## src/rtl/adx_pkg.sv

```systemverilog
`timescale 1ns / 1ps
package adx_pkg;

  localparam int unsigned QueueDepth = 2;

  localparam logic [2:0] ST_NONE   = 3'd0;
  localparam logic [2:0] ST_TRUNC  = 3'd1;
  localparam logic [2:0] ST_RDPKRU = 3'd2;
  localparam logic [2:0] ST_WRPKRU = 3'd3;
  localparam logic [2:0] ST_ADCX   = 3'd4;
  localparam logic [2:0] ST_ADOX   = 3'd5;
  localparam logic [2:0] ST_ILLEGAL = 3'd6;

  localparam logic [2:0] OK_REG  = 3'd0;
  localparam logic [2:0] OK_BASE = 3'd1;
  localparam logic [2:0] OK_ABS  = 3'd2;
  localparam logic [2:0] OK_RIP  = 3'd3;
  localparam logic [2:0] OK_SIB  = 3'd4;

  localparam logic [4:0] NONE_REG = 5'd16;

  localparam logic [1:0] MAND_NONE = 2'd0;
  localparam logic [1:0] MAND_66   = 2'd1;
  localparam logic [1:0] MAND_F3   = 2'd2;

  typedef enum logic [8:0] {
    PH_PREFIX = 9'b000000001,
    PH_PK1    = 9'b000000010,
    PH_PK2    = 9'b000000100,
    PH_OPC0   = 9'b000001000,
    PH_OPC1   = 9'b000010000,
    PH_OPC2   = 9'b000100000,
    PH_MODRM  = 9'b001000000,
    PH_SIB    = 9'b010000000,
    PH_DISP   = 9'b100000000
  } phase_t;

  // classified instruction handed from front to back
  typedef struct packed {
    logic [2:0]  status;
    logic [3:0]  length;
    logic [3:0]  rex;
    logic [7:0]  modrm;
    logic [7:0]  sib;
    logic        a32;
    logic [31:0] disp;
    logic [2:0]  disp_bytes;
    logic [2:0]  segment;
  } dec_t;

  function automatic logic [2:0] segment_code(input logic [7:0] b);
    logic [2:0] s;
    case (b)
      8'h26: s = 3'd1;
      8'h2E: s = 3'd2;
      8'h36: s = 3'd3;
      8'h3E: s = 3'd4;
      8'h64: s = 3'd5;
      8'h65: s = 3'd6;
      default: s = 3'd0;
    endcase
    return s;
  endfunction

  function automatic logic [2:0] disp_size(input logic [7:0] modrm, input logic [2:0] sib_base);
    logic [2:0] n;
    case (modrm[7:6])
      2'd3: n = 3'd0;
      2'd1: n = 3'd1;
      2'd2: n = 3'd4;
      default: n = (modrm[2:0] == 3'd5 || (modrm[2:0] == 3'd4 && sib_base == 3'd5)) ?
                   3'd4 : 3'd0;
    endcase
    return n;
  endfunction

endpackage

```

## src/rtl/adx_front.sv

```systemverilog
`timescale 1ns / 1ps
module adx_front (
  input  logic               clk,
  input  logic               rst_n,
  input  logic               in_valid,
  output logic               in_ready,
  input  logic [7:0]         in_code_byte,
  input  logic               in_window_end,
  output logic               q_push,
  output adx_pkg::dec_t      q_data,
  input  logic               q_full
);

  adx_pkg::phase_t phase_r, phase_nxt;
  logic [3:0]  cnt_r, cnt_nxt;
  logic [2:0]  pfx_r, pfx_nxt;
  logic [1:0]  mand_r, mand_nxt;
  logic [2:0]  seg_r, seg_nxt;
  logic [3:0]  rex_r, rex_nxt;
  logic [7:0]  modrm_r, modrm_nxt;
  logic [7:0]  sib_r, sib_nxt;
  logic        a32_r, a32_nxt;
  logic [31:0] disp_r, disp_nxt;
  logic [2:0]  left_r, left_nxt;
  logic        skip_r, skip_nxt;

  logic        fire, emit, done;
  logic [2:0]  st;
  logic [3:0]  len;
  logic [2:0]  segc, dsz, pos;
  logic [7:0]  b;

  assign in_ready = !q_full;
  assign fire = in_valid && in_ready;
  assign b = in_code_byte;
  assign segc = adx_pkg::segment_code(b);

  always_comb begin
    phase_nxt = phase_r; cnt_nxt = cnt_r; pfx_nxt = pfx_r; mand_nxt = mand_r;
    seg_nxt = seg_r; rex_nxt = rex_r; modrm_nxt = modrm_r; sib_nxt = sib_r;
    a32_nxt = a32_r; disp_nxt = disp_r; left_nxt = left_r; skip_nxt = skip_r;
    done = 1'b0; emit = 1'b0; st = adx_pkg::ST_NONE; len = 4'd0;
    dsz = 3'd0; pos = 3'd0;
    if (!skip_r) begin
      case (phase_r)
        adx_pkg::PH_PREFIX: begin
          if (cnt_r == 4'd0 && b == 8'h0F) begin
            cnt_nxt = 4'd1; phase_nxt = adx_pkg::PH_PK1;
          end else if (pfx_r < 3'd5 && (b == 8'h66 || b == 8'hF3 || b == 8'h67 ||
                                        segc != 3'd0)) begin
            if (b == 8'h66 || b == 8'hF3) begin
              if (mand_r != adx_pkg::MAND_NONE &&
                  mand_r != ((b == 8'h66) ? adx_pkg::MAND_66 : adx_pkg::MAND_F3))
                done = 1'b1;
              mand_nxt = (b == 8'h66) ? adx_pkg::MAND_66 : adx_pkg::MAND_F3;
            end else if (b == 8'h67) begin
              a32_nxt = 1'b1;
            end else begin
              seg_nxt = segc;
            end
            pfx_nxt = pfx_r + 3'd1; cnt_nxt = cnt_r + 4'd1;
          end else if (b[7:4] == 4'h4) begin
            if (mand_r == adx_pkg::MAND_NONE) done = 1'b1;
            rex_nxt = b[3:0]; cnt_nxt = cnt_r + 4'd1; phase_nxt = adx_pkg::PH_OPC0;
          end else if (mand_r == adx_pkg::MAND_NONE) begin
            done = 1'b1;
          end else if (b != 8'h0F) begin
            done = 1'b1;
          end else begin
            cnt_nxt = cnt_r + 4'd1; phase_nxt = adx_pkg::PH_OPC1;
          end
        end
        adx_pkg::PH_PK1: begin
          if (b != 8'h01) done = 1'b1;
          cnt_nxt = 4'd2; phase_nxt = adx_pkg::PH_PK2;
        end
        adx_pkg::PH_PK2: begin
          done = 1'b1;
          if (b == 8'hEE) begin st = adx_pkg::ST_RDPKRU; len = 4'd3; end
          else if (b == 8'hEF) begin st = adx_pkg::ST_WRPKRU; len = 4'd3; end
        end
        adx_pkg::PH_OPC0: begin
          if (b != 8'h0F) done = 1'b1;
          cnt_nxt = cnt_r + 4'd1; phase_nxt = adx_pkg::PH_OPC1;
        end
        adx_pkg::PH_OPC1: begin
          if (b != 8'h38) done = 1'b1;
          cnt_nxt = cnt_r + 4'd1; phase_nxt = adx_pkg::PH_OPC2;
        end
        adx_pkg::PH_OPC2: begin
          if (b != 8'hF6) done = 1'b1;
          cnt_nxt = cnt_r + 4'd1; phase_nxt = adx_pkg::PH_MODRM;
        end
        adx_pkg::PH_MODRM: begin
          modrm_nxt = b; cnt_nxt = cnt_r + 4'd1;
          dsz = adx_pkg::disp_size(b, sib_r[2:0]);
          if (b[7:6] == 2'd3) begin
            done = 1'b1; st = adx_pkg::ST_ADCX; len = cnt_nxt;
          end else if (b[2:0] == 3'd4) begin
            phase_nxt = adx_pkg::PH_SIB;
          end else if (dsz == 3'd0) begin
            done = 1'b1; st = adx_pkg::ST_ADCX; len = cnt_nxt;
          end else begin
            left_nxt = dsz; phase_nxt = adx_pkg::PH_DISP;
          end
        end
        adx_pkg::PH_SIB: begin
          sib_nxt = b; cnt_nxt = cnt_r + 4'd1;
          dsz = adx_pkg::disp_size(modrm_r, b[2:0]);
          if (dsz == 3'd0) begin
            done = 1'b1; st = adx_pkg::ST_ADCX; len = cnt_nxt;
          end else begin
            left_nxt = dsz; phase_nxt = adx_pkg::PH_DISP;
          end
        end
        adx_pkg::PH_DISP: begin
          dsz = adx_pkg::disp_size(modrm_r, sib_r[2:0]);
          pos = dsz - left_r;
          case (pos[1:0])
            2'd0: disp_nxt[7:0] = b;
            2'd1: disp_nxt[15:8] = b;
            2'd2: disp_nxt[23:16] = b;
            default: disp_nxt[31:24] = b;
          endcase
          cnt_nxt = cnt_r + 4'd1; left_nxt = left_r - 3'd1;
          if (left_r == 3'd1) begin
            done = 1'b1; st = adx_pkg::ST_ADCX; len = cnt_nxt;
          end
        end
        default: done = 1'b1;
      endcase
      emit = done;
      if (!done && in_window_end) begin
        emit = 1'b1;
        if (phase_r == adx_pkg::PH_PREFIX && phase_nxt == adx_pkg::PH_PREFIX)
          st = (mand_nxt != adx_pkg::MAND_NONE) ? adx_pkg::ST_TRUNC : adx_pkg::ST_NONE;
        else if (phase_nxt == adx_pkg::PH_PK1)
          st = adx_pkg::ST_NONE;
        else
          st = adx_pkg::ST_TRUNC;
      end
    end
  end

  always_comb begin
    q_data = '0;
    q_data.status = st;
    q_data.length = len;
    q_data.rex = rex_nxt;
    q_data.modrm = modrm_nxt;
    q_data.sib = sib_nxt;
    q_data.a32 = a32_nxt;
    q_data.disp = disp_nxt;
    q_data.disp_bytes = adx_pkg::disp_size(modrm_nxt, sib_nxt[2:0]);
    q_data.segment = seg_nxt;
    if (st == adx_pkg::ST_ADCX && mand_nxt == adx_pkg::MAND_F3)
      q_data.status = adx_pkg::ST_ADOX;
  end

  assign q_push = fire && emit;

  always_ff @(posedge clk) begin
    if (!rst_n || (fire && in_window_end)) begin
      phase_r <= adx_pkg::PH_PREFIX;
      cnt_r <= '0; pfx_r <= '0; mand_r <= adx_pkg::MAND_NONE; seg_r <= '0;
      rex_r <= '0; modrm_r <= '0; sib_r <= '0; a32_r <= 1'b0; disp_r <= '0;
      left_r <= '0; skip_r <= 1'b0;
    end else if (fire) begin
      phase_r <= phase_nxt; cnt_r <= cnt_nxt; pfx_r <= pfx_nxt; mand_r <= mand_nxt;
      seg_r <= seg_nxt; rex_r <= rex_nxt; modrm_r <= modrm_nxt; sib_r <= sib_nxt;
      a32_r <= a32_nxt; disp_r <= disp_nxt; left_r <= left_nxt;
      skip_r <= skip_r | done;
    end
  end

`ifndef SYNTHESIS
  a_push_ready: assert property (@(posedge clk) disable iff (!rst_n)
    q_push |-> in_ready) else $error("push while queue full");
  a_skip_silent: assert property (@(posedge clk) disable iff (!rst_n)
    skip_r |-> !q_push) else $error("push while skipping");
  a_end_clears: assert property (@(posedge clk) disable iff (!rst_n)
    (fire && in_window_end) |=> (!skip_r && cnt_r == 4'd0))
    else $error("window end did not clear state");
`endif

endmodule

```

## src/rtl/adx_queue.sv

```systemverilog
`timescale 1ns / 1ps
module adx_queue #(
  parameter int unsigned DEPTH = adx_pkg::QueueDepth
) (
  input  logic          clk,
  input  logic          rst_n,
  input  logic          push,
  input  adx_pkg::dec_t push_data,
  output logic          full,
  output logic          pop_valid,
  input  logic          pop,
  output adx_pkg::dec_t pop_data
);

  localparam int unsigned AW = (DEPTH > 1) ? $clog2(DEPTH) : 1;

  adx_pkg::dec_t mem_r [DEPTH];
  logic [AW-1:0] wp_r, rp_r;
  logic [AW:0]   cnt_r;

  assign full = (cnt_r == (AW+1)'(DEPTH));
  assign pop_valid = (cnt_r != '0);
  assign pop_data = mem_r[rp_r];

  always_ff @(posedge clk) begin
    if (push) mem_r[wp_r] <= push_data;
  end

  always_ff @(posedge clk) begin
    if (!rst_n) begin
      wp_r <= '0; rp_r <= '0; cnt_r <= '0;
    end else begin
      if (push) wp_r <= (wp_r == AW'(DEPTH - 1)) ? '0 : wp_r + AW'(1);
      if (pop) rp_r <= (rp_r == AW'(DEPTH - 1)) ? '0 : rp_r + AW'(1);
      cnt_r <= cnt_r + (AW+1)'(push) - (AW+1)'(pop);
    end
  end

`ifndef SYNTHESIS
  a_no_overflow: assert property (@(posedge clk) disable iff (!rst_n)
    push |-> !full) else $error("queue overflow");
  a_no_underflow: assert property (@(posedge clk) disable iff (!rst_n)
    pop |-> pop_valid) else $error("queue underflow");
  a_count_range: assert property (@(posedge clk) disable iff (!rst_n)
    cnt_r <= (AW+1)'(DEPTH)) else $error("queue count out of range");
`endif

endmodule

```

## src/rtl/adx_back.sv

```systemverilog
`timescale 1ns / 1ps
module adx_back (
  input  logic          clk,
  input  logic          rst_n,
  input  logic          adx_enabled,
  input  logic          q_valid,
  output logic          q_pop,
  input  adx_pkg::dec_t q_data,
  output logic          out_valid,
  input  logic          out_ready,
  output logic [2:0]    out_status,
  output logic [3:0]    out_length,
  output logic          out_wide,
  output logic [3:0]    out_dest_reg,
  output logic [2:0]    out_operand_kind,
  output logic [4:0]    out_base_reg,
  output logic [4:0]    out_index_reg,
  output logic [1:0]    out_scale_shift,
  output logic [31:0]   out_displacement,
  output logic [2:0]    out_disp_bytes,
  output logic [2:0]    out_segment,
  output logic          out_addr32
);

  logic        vld_r;
  logic [2:0]  st_r, st_nxt, kind_r, kind_nxt, db_r, db_nxt, seg_r, seg_nxt;
  logic [3:0]  len_r, len_nxt, dst_r, dst_nxt;
  logic        w_r, w_nxt, a32_r, a32_nxt;
  logic [4:0]  base_r, base_nxt, idx_r, idx_nxt;
  logic [1:0]  sc_r, sc_nxt;
  logic [31:0] disp_r, disp_nxt;
  logic        adx;
  logic [7:0]  m, s;

  assign q_pop = q_valid && (!vld_r || out_ready);
  assign m = q_data.modrm;
  assign s = q_data.sib;
  assign adx = (q_data.status == adx_pkg::ST_ADCX || q_data.status == adx_pkg::ST_ADOX);

  always_comb begin
    st_nxt = q_data.status; len_nxt = q_data.length; w_nxt = 1'b0; dst_nxt = '0;
    kind_nxt = adx_pkg::OK_REG; base_nxt = adx_pkg::NONE_REG; idx_nxt = adx_pkg::NONE_REG;
    sc_nxt = '0; disp_nxt = '0; db_nxt = '0; seg_nxt = '0; a32_nxt = 1'b0;
    if (adx && !adx_enabled) begin
      st_nxt = adx_pkg::ST_ILLEGAL;
    end else if (adx) begin
      w_nxt = q_data.rex[3];
      dst_nxt = {q_data.rex[2], m[5:3]};
      if (m[7:6] == 2'd3) begin
        base_nxt = {1'b0, q_data.rex[0], m[2:0]};
      end else if (m[2:0] != 3'd4) begin
        if (m[7:6] == 2'd0 && m[2:0] == 3'd5)
          kind_nxt = q_data.a32 ? adx_pkg::OK_ABS : adx_pkg::OK_RIP;
        else begin
          kind_nxt = adx_pkg::OK_BASE;
          base_nxt = {1'b0, q_data.rex[0], m[2:0]};
        end
      end else begin
        kind_nxt = adx_pkg::OK_SIB;
        if (!(s[5:3] == 3'd4 && !q_data.rex[1])) idx_nxt = {1'b0, q_data.rex[1], s[5:3]};
        sc_nxt = s[7:6];
        if (!(m[7:6] == 2'd0 && s[2:0] == 3'd5)) base_nxt = {1'b0, q_data.rex[0], s[2:0]};
      end
      db_nxt = q_data.disp_bytes;
      if (db_nxt == 3'd1) disp_nxt = {{24{q_data.disp[7]}}, q_data.disp[7:0]};
      else if (db_nxt == 3'd4) disp_nxt = q_data.disp;
      seg_nxt = q_data.segment;
      a32_nxt = q_data.a32;
    end
  end

  always_ff @(posedge clk) begin
    if (!rst_n) vld_r <= 1'b0;
    else if (q_pop) vld_r <= 1'b1;
    else if (out_ready) vld_r <= 1'b0;
  end

  always_ff @(posedge clk) begin
    if (q_pop) begin
      st_r <= st_nxt; len_r <= len_nxt; w_r <= w_nxt; dst_r <= dst_nxt;
      kind_r <= kind_nxt; base_r <= base_nxt; idx_r <= idx_nxt; sc_r <= sc_nxt;
      disp_r <= disp_nxt; db_r <= db_nxt; seg_r <= seg_nxt; a32_r <= a32_nxt;
    end
  end

  assign out_valid = vld_r;
  assign out_status = st_r;
  assign out_length = len_r;
  assign out_wide = w_r;
  assign out_dest_reg = dst_r;
  assign out_operand_kind = kind_r;
  assign out_base_reg = base_r;
  assign out_index_reg = idx_r;
  assign out_scale_shift = sc_r;
  assign out_displacement = disp_r;
  assign out_disp_bytes = db_r;
  assign out_segment = seg_r;
  assign out_addr32 = a32_r;

`ifndef SYNTHESIS
  a_hold: assert property (@(posedge clk) disable iff (!rst_n)
    (out_valid && !out_ready) |=> (out_valid && $stable(out_status)))
    else $error("result changed under stall");
  a_none_regs: assert property (@(posedge clk) disable iff (!rst_n)
    (out_valid && out_status != adx_pkg::ST_ADCX && out_status != adx_pkg::ST_ADOX)
    |-> (out_base_reg == adx_pkg::NONE_REG && out_index_reg == adx_pkg::NONE_REG))
    else $error("plain result carries registers");
  a_illegal_gate: assert property (@(posedge clk) disable iff (!rst_n)
    (q_pop && adx && !adx_enabled) |=> out_status == adx_pkg::ST_ILLEGAL)
    else $error("gate ignored");
`endif

endmodule

```

## src/rtl/adx_pkru_instruction_decoder_top.sv

```systemverilog
`timescale 1ns / 1ps
// adx/pkru instruction recognizer over a byte stream
// input channel: in_valid/in_ready carries one code byte per transaction,
//   in_window_end marks the last byte of a fetch window
// result channel: out_valid/out_ready, at most one transaction per window,
//   issued at the byte that decides it (or the window end)
// cfg_we/cfg_wdata writes the adx enable bit, taken at once; write only when idle
// throughput: one byte per cycle while the queue is not full; the front decoder
//   updates its phase once per accepted byte
// path: a result passes from its deciding byte into the queue (two entries
//   by default) and then into the back output register
// when the receiver stalls the output register holds, the queue fills, and
//   in_ready falls once the queue is full; bytes that produce no result are
//   still blocked then
// reset (rst_n low, synchronous) clears the window state, the queue and the
//   output valid, and turns adx off
module adx_pkru_instruction_decoder_top #(
  parameter int unsigned QUEUE_DEPTH = adx_pkg::QueueDepth
) (
  input  logic        clk,
  input  logic        rst_n,
  input  logic        cfg_we,
  input  logic        cfg_wdata,
  input  logic        in_valid,
  output logic        in_ready,
  input  logic [7:0]  in_code_byte,
  input  logic        in_window_end,
  output logic        out_valid,
  input  logic        out_ready,
  output logic [2:0]  out_status,
  output logic [3:0]  out_length,
  output logic        out_wide,
  output logic [3:0]  out_dest_reg,
  output logic [2:0]  out_operand_kind,
  output logic [4:0]  out_base_reg,
  output logic [4:0]  out_index_reg,
  output logic [1:0]  out_scale_shift,
  output logic [31:0] out_displacement,
  output logic [2:0]  out_disp_bytes,
  output logic [2:0]  out_segment,
  output logic        out_addr32
);

  logic          en_r;
  logic          q_push, q_full, q_valid, q_pop;
  adx_pkg::dec_t q_in, q_out;

  always_ff @(posedge clk) begin
    if (!rst_n) en_r <= 1'b0;
    else if (cfg_we) en_r <= cfg_wdata;
  end

  adx_front u_front (
    .clk, .rst_n, .in_valid, .in_ready, .in_code_byte, .in_window_end,
    .q_push, .q_data(q_in), .q_full
  );

  adx_queue #(.DEPTH(QUEUE_DEPTH)) u_queue (
    .clk, .rst_n, .push(q_push), .push_data(q_in), .full(q_full),
    .pop_valid(q_valid), .pop(q_pop), .pop_data(q_out)
  );

  adx_back u_back (
    .clk, .rst_n, .adx_enabled(en_r), .q_valid, .q_pop, .q_data(q_out),
    .out_valid, .out_ready, .out_status, .out_length, .out_wide, .out_dest_reg,
    .out_operand_kind, .out_base_reg, .out_index_reg, .out_scale_shift,
    .out_displacement, .out_disp_bytes, .out_segment, .out_addr32
  );

endmodule
```

## config.mk

```make
export PLATFORM = sky130hd
export DESIGN_NAME = adx_pkru_instruction_decoder_top
export DESIGN_NICKNAME = d
export VERILOG_FILES = /design/src/rtl/adx_pkg.sv /design/src/rtl/adx_front.sv /design/src/rtl/adx_queue.sv /design/src/rtl/adx_back.sv /design/src/rtl/adx_pkru_instruction_decoder_top.sv
export SDC_FILE = /design/constraint.sdc
export NUM_CORES = 1
export LEC_CHECK = 0
export BUFFER_PORTS_ARGS = -buffer_cell sky130_fd_sc_hd__clkbuf_2
export CAP_MARGIN = 20
export CORE_MARGIN = 8
export CORE_UTILIZATION = 35
export DETAILED_ROUTE_END_ITERATION = 16
export PLACE_DENSITY_LB_ADDON = 0.15
export SETUP_SLACK_MARGIN = 0.02
export SLEW_MARGIN = 40
export SYNTH_ARGS = -nofsm -noshare
export SYNTH_HDL_FRONTEND = slang
export SYNTH_HIERARCHICAL = 1
export SYNTH_SLANG_ARGS = --single-unit
export TNS_END_PERCENT = 30
```

## constraint.sdc

```tcl
create_clock -name clk -period 18.35 [get_ports clk]
set_input_delay 3.67 -clock clk [delete_from_list [all_inputs] [get_ports clk]]
set_output_delay 3.67 -clock clk [all_outputs]
set_load 0.05 [all_outputs]
```

==> flow_summary.ini <==
[setup_path]
reg2reg_depth = 8
crit_arrival_ns = 7.19
crit_type = primary input to flop
crit_required_ns = 18.51
end_kind = flop
critPathMaxFanout = 34
start_kind = primary input

[layout]
diodes = 0
drive_above_1_share = 0.269
fin_nets = 1124
area_growth_syn_to_layout_pct = 16.0
n_fill_cell = 3568
largest_reg_flops = 132
top_register = u_queue/mem_r

[synth]
synthArstFlopShare = 0
yosysTopAreaCellShare = 0.466
ys_ff_latch = 283
synthCells = 1024
ys_warn_count = 6
ys_dominant_reg_cell = edfxtp_1
synth.avg_cell_area_um2 = 12.5
synth_edf_count = 198
synth_top_area_cell = edfxtp_1
synth.distinct_cells = 74
syn_nets = 1047
syn_area_um2 = 12800
synthTopCellsByArea = edfxtp_1 47%, dfxtp_1 13%, mux2_4 6.6%, mux2_2 5.1%, nor2_1 4.0%
seq_area_frac_synth = 0.599

[flow_run]
drv_cap = 0

[status]
outcome = finished, final reports clean

[clock_network]
cts_tree = done
clkTransAtPathRegs_ns = 0.06
clock_latency_ns = 0.52
cts_setup_buffers = 0
cts_resized = 0
cts_buffers = 34
htree_levels = 2
root_buffer = clkbuf_16
ctsHoldBuffers = 0
cts.sinks = 283
clk_path_buf_depth = 3

[drt]
drc = 0
drtIter0Drc = 497
vias_per_cell = 5.02
drtAntennaViolNets = 0
wl_per_cell_um = 19.1
dr.pass1.iters = 5
vias = 8006
finalWirelength_um = 30500

[grt]
grt_antenna_before_repair = 0
grt_pass1_wl_um = 47600
grt_max_degree = 71
grt_pass1_vias = 8104
overflow = 0
grt_util_all_layers = 0.144

[floorplanning]
coreArea_um2 = 36300
start_util = 0.352
die_h_um = 207
io_pins = 83
dieWidth_um = 207
die-area_um2 = 42800
std_cell_rows = 70

[sta]
maxSlewViolCount = 0
tightest_slew_ns = 0.879
setup_violations = 0
relSlewSlack = 0.407
rsz0062_at_grt = false
fin_setup_tns_ns = 0
fmax_ghz = 0.142
hold_ws_ns = 0.453
fin_skew_ns = 0.0190
hold_violations = 0
finalCriticalPeriod_ns = 7.03
fin_crit_sh = 0.383

[power]
powerDensity_nw_per_um2 = 150
total_power_uw = 2220
p_leak_uw = 0.00548
irDropWorstVdd_mv = 0.0612

[place]
port_buffers = 82
gp_congestion = 0.894
hpwl_um = 20300

[worst_hold_path]
hold_path_depth = 2
min_path_type = flop to flop
worst max-delay path, cell delays in order:
cell	delay (ns)
clkbuf_2	0.46
nand2_1	0.14
nor4_1	0.74
a22oi_1	0.21
a211oi_1	0.33
nor4_2	0.14
a21oi_1	0.38
and2_4	0.55
buf_4	0.52
cell usage after synthesis, types with 4 or more instances:
cell / count
ha_1: 8
o21ai_0: 14
xor2_1: 6
nand4_1: 9
o31ai_1: 4
a32o_1: 4
and4b_1: 4
nor3_2: 19
nand3_1: 11
inv_1: 23
or3_1: 6
mux2_4: 56
a211oi_1: 13
buf_2: 10
nor4_1: 10
clkbuf_1: 34
nand3b_1: 4
mux2i_1: 9
o211ai_1: 4
a21o_1: 4
nand2_1: 59
a31oi_1: 4
dfxtp_1: 85
nor3_1: 39
a21oi_1: 46
nor2_1: 135
edfxtp_1: 198
nand2b_1: 9
mux2_2: 58
buf_6: 6
and2_1: 39
xnor2_1: 4
nor2b_1: 16
buf_4: 4
o22ai_1: 5
layout make-up:
class	count	area [um^2]	area share
tap	468	586	0.0396
timing repair buffer	96	551	0.0372
sequential	283	7650	0.517
clock buffer	47	940	0.0635
clock inverter	15	195	0.0132
multi-input combinational	662	4790	0.324
inverter	24	90.1	0.00609
placed cells by master (no fill, tap or decap), types with 8 or more instances in the layout:
| master | n |
|---|---|
| clkbuf_1 | 9 |
| nand3_1 | 11 |
| ha_1 | 8 |
| nor4_1 | 9 |
| inv_1 | 23 |
| and2_1 | 38 |
| mux2_2 | 58 |
| nor2_1 | 135 |
| a21oi_1 | 46 |
| edfxtp_1 | 198 |
| nor3_1 | 39 |
| nor2b_1 | 13 |
| mux2_4 | 56 |
| mux2i_1 | 9 |
| o21ai_0 | 14 |
| clkbuf_2 | 82 |
| a211oi_1 | 13 |
| nor3_2 | 19 |
| buf_4 | 10 |
| clkbuf_16 | 34 |
| nand4_1 | 9 |
| nand2b_1 | 9 |
| nand2_1 | 57 |
| dfxtp_1 | 84 |
through the flow:
step                setup slack [ns]  area (um^2)  cells   util
global route                   11.01        14800   1595  0.408
floorplan                       9.75        12800   1024      -
global placement               10.48        13600   1529  0.375
detailed placement             10.87        13600   1531  0.376
finish                         11.32        14800   1595  0.408
CTS                            11.41        14800   1593  0.408
layer usage:
layer	vias to the layer above	share of wire	track usage
li1	3903	-	-
met4	0	0.017	0.0393
met1	3868	0.48	0.196
met2	202	0.46	0.232
met3	33	0.048	0.0298
met5	-	0	0
kinds of logic (layout without fill, tap and decap cells):
logic type	after synthesis	in the layout	share of synthesized area
simple gates	392	392	0.167
flops	283	283	0.599
compound gates	127	127	0.0645
mux	123	123	0.124
buf+inv	79	182	0.0289
xor+xnor	11	11	0.00862
fa+ha+maj	8	8	0.00784
other cells	1	1	0.000294
worst paths after layout:
path / startpoint / end / slack, ns
max: in_code_byte[0] / u_queue/mem_r[1][7] / 11.32
min: u_front/modrm_r[5] / u_front/modrm_r[5] / 0.45
max reg2reg: u_front/phase_r[3] / u_queue/mem_r[1][7] / 14.40
min reg2reg: u_front/modrm_r[5] / u_front/modrm_r[5] / 0.45
power by group:
part           total [uW]  internal, uW  switching, uW
Sequential            896           838           57.9
Combinational         648           208            440
Clock                 676           417            259
Total                2220          1460            757
(Power assumes the default switching activity.)
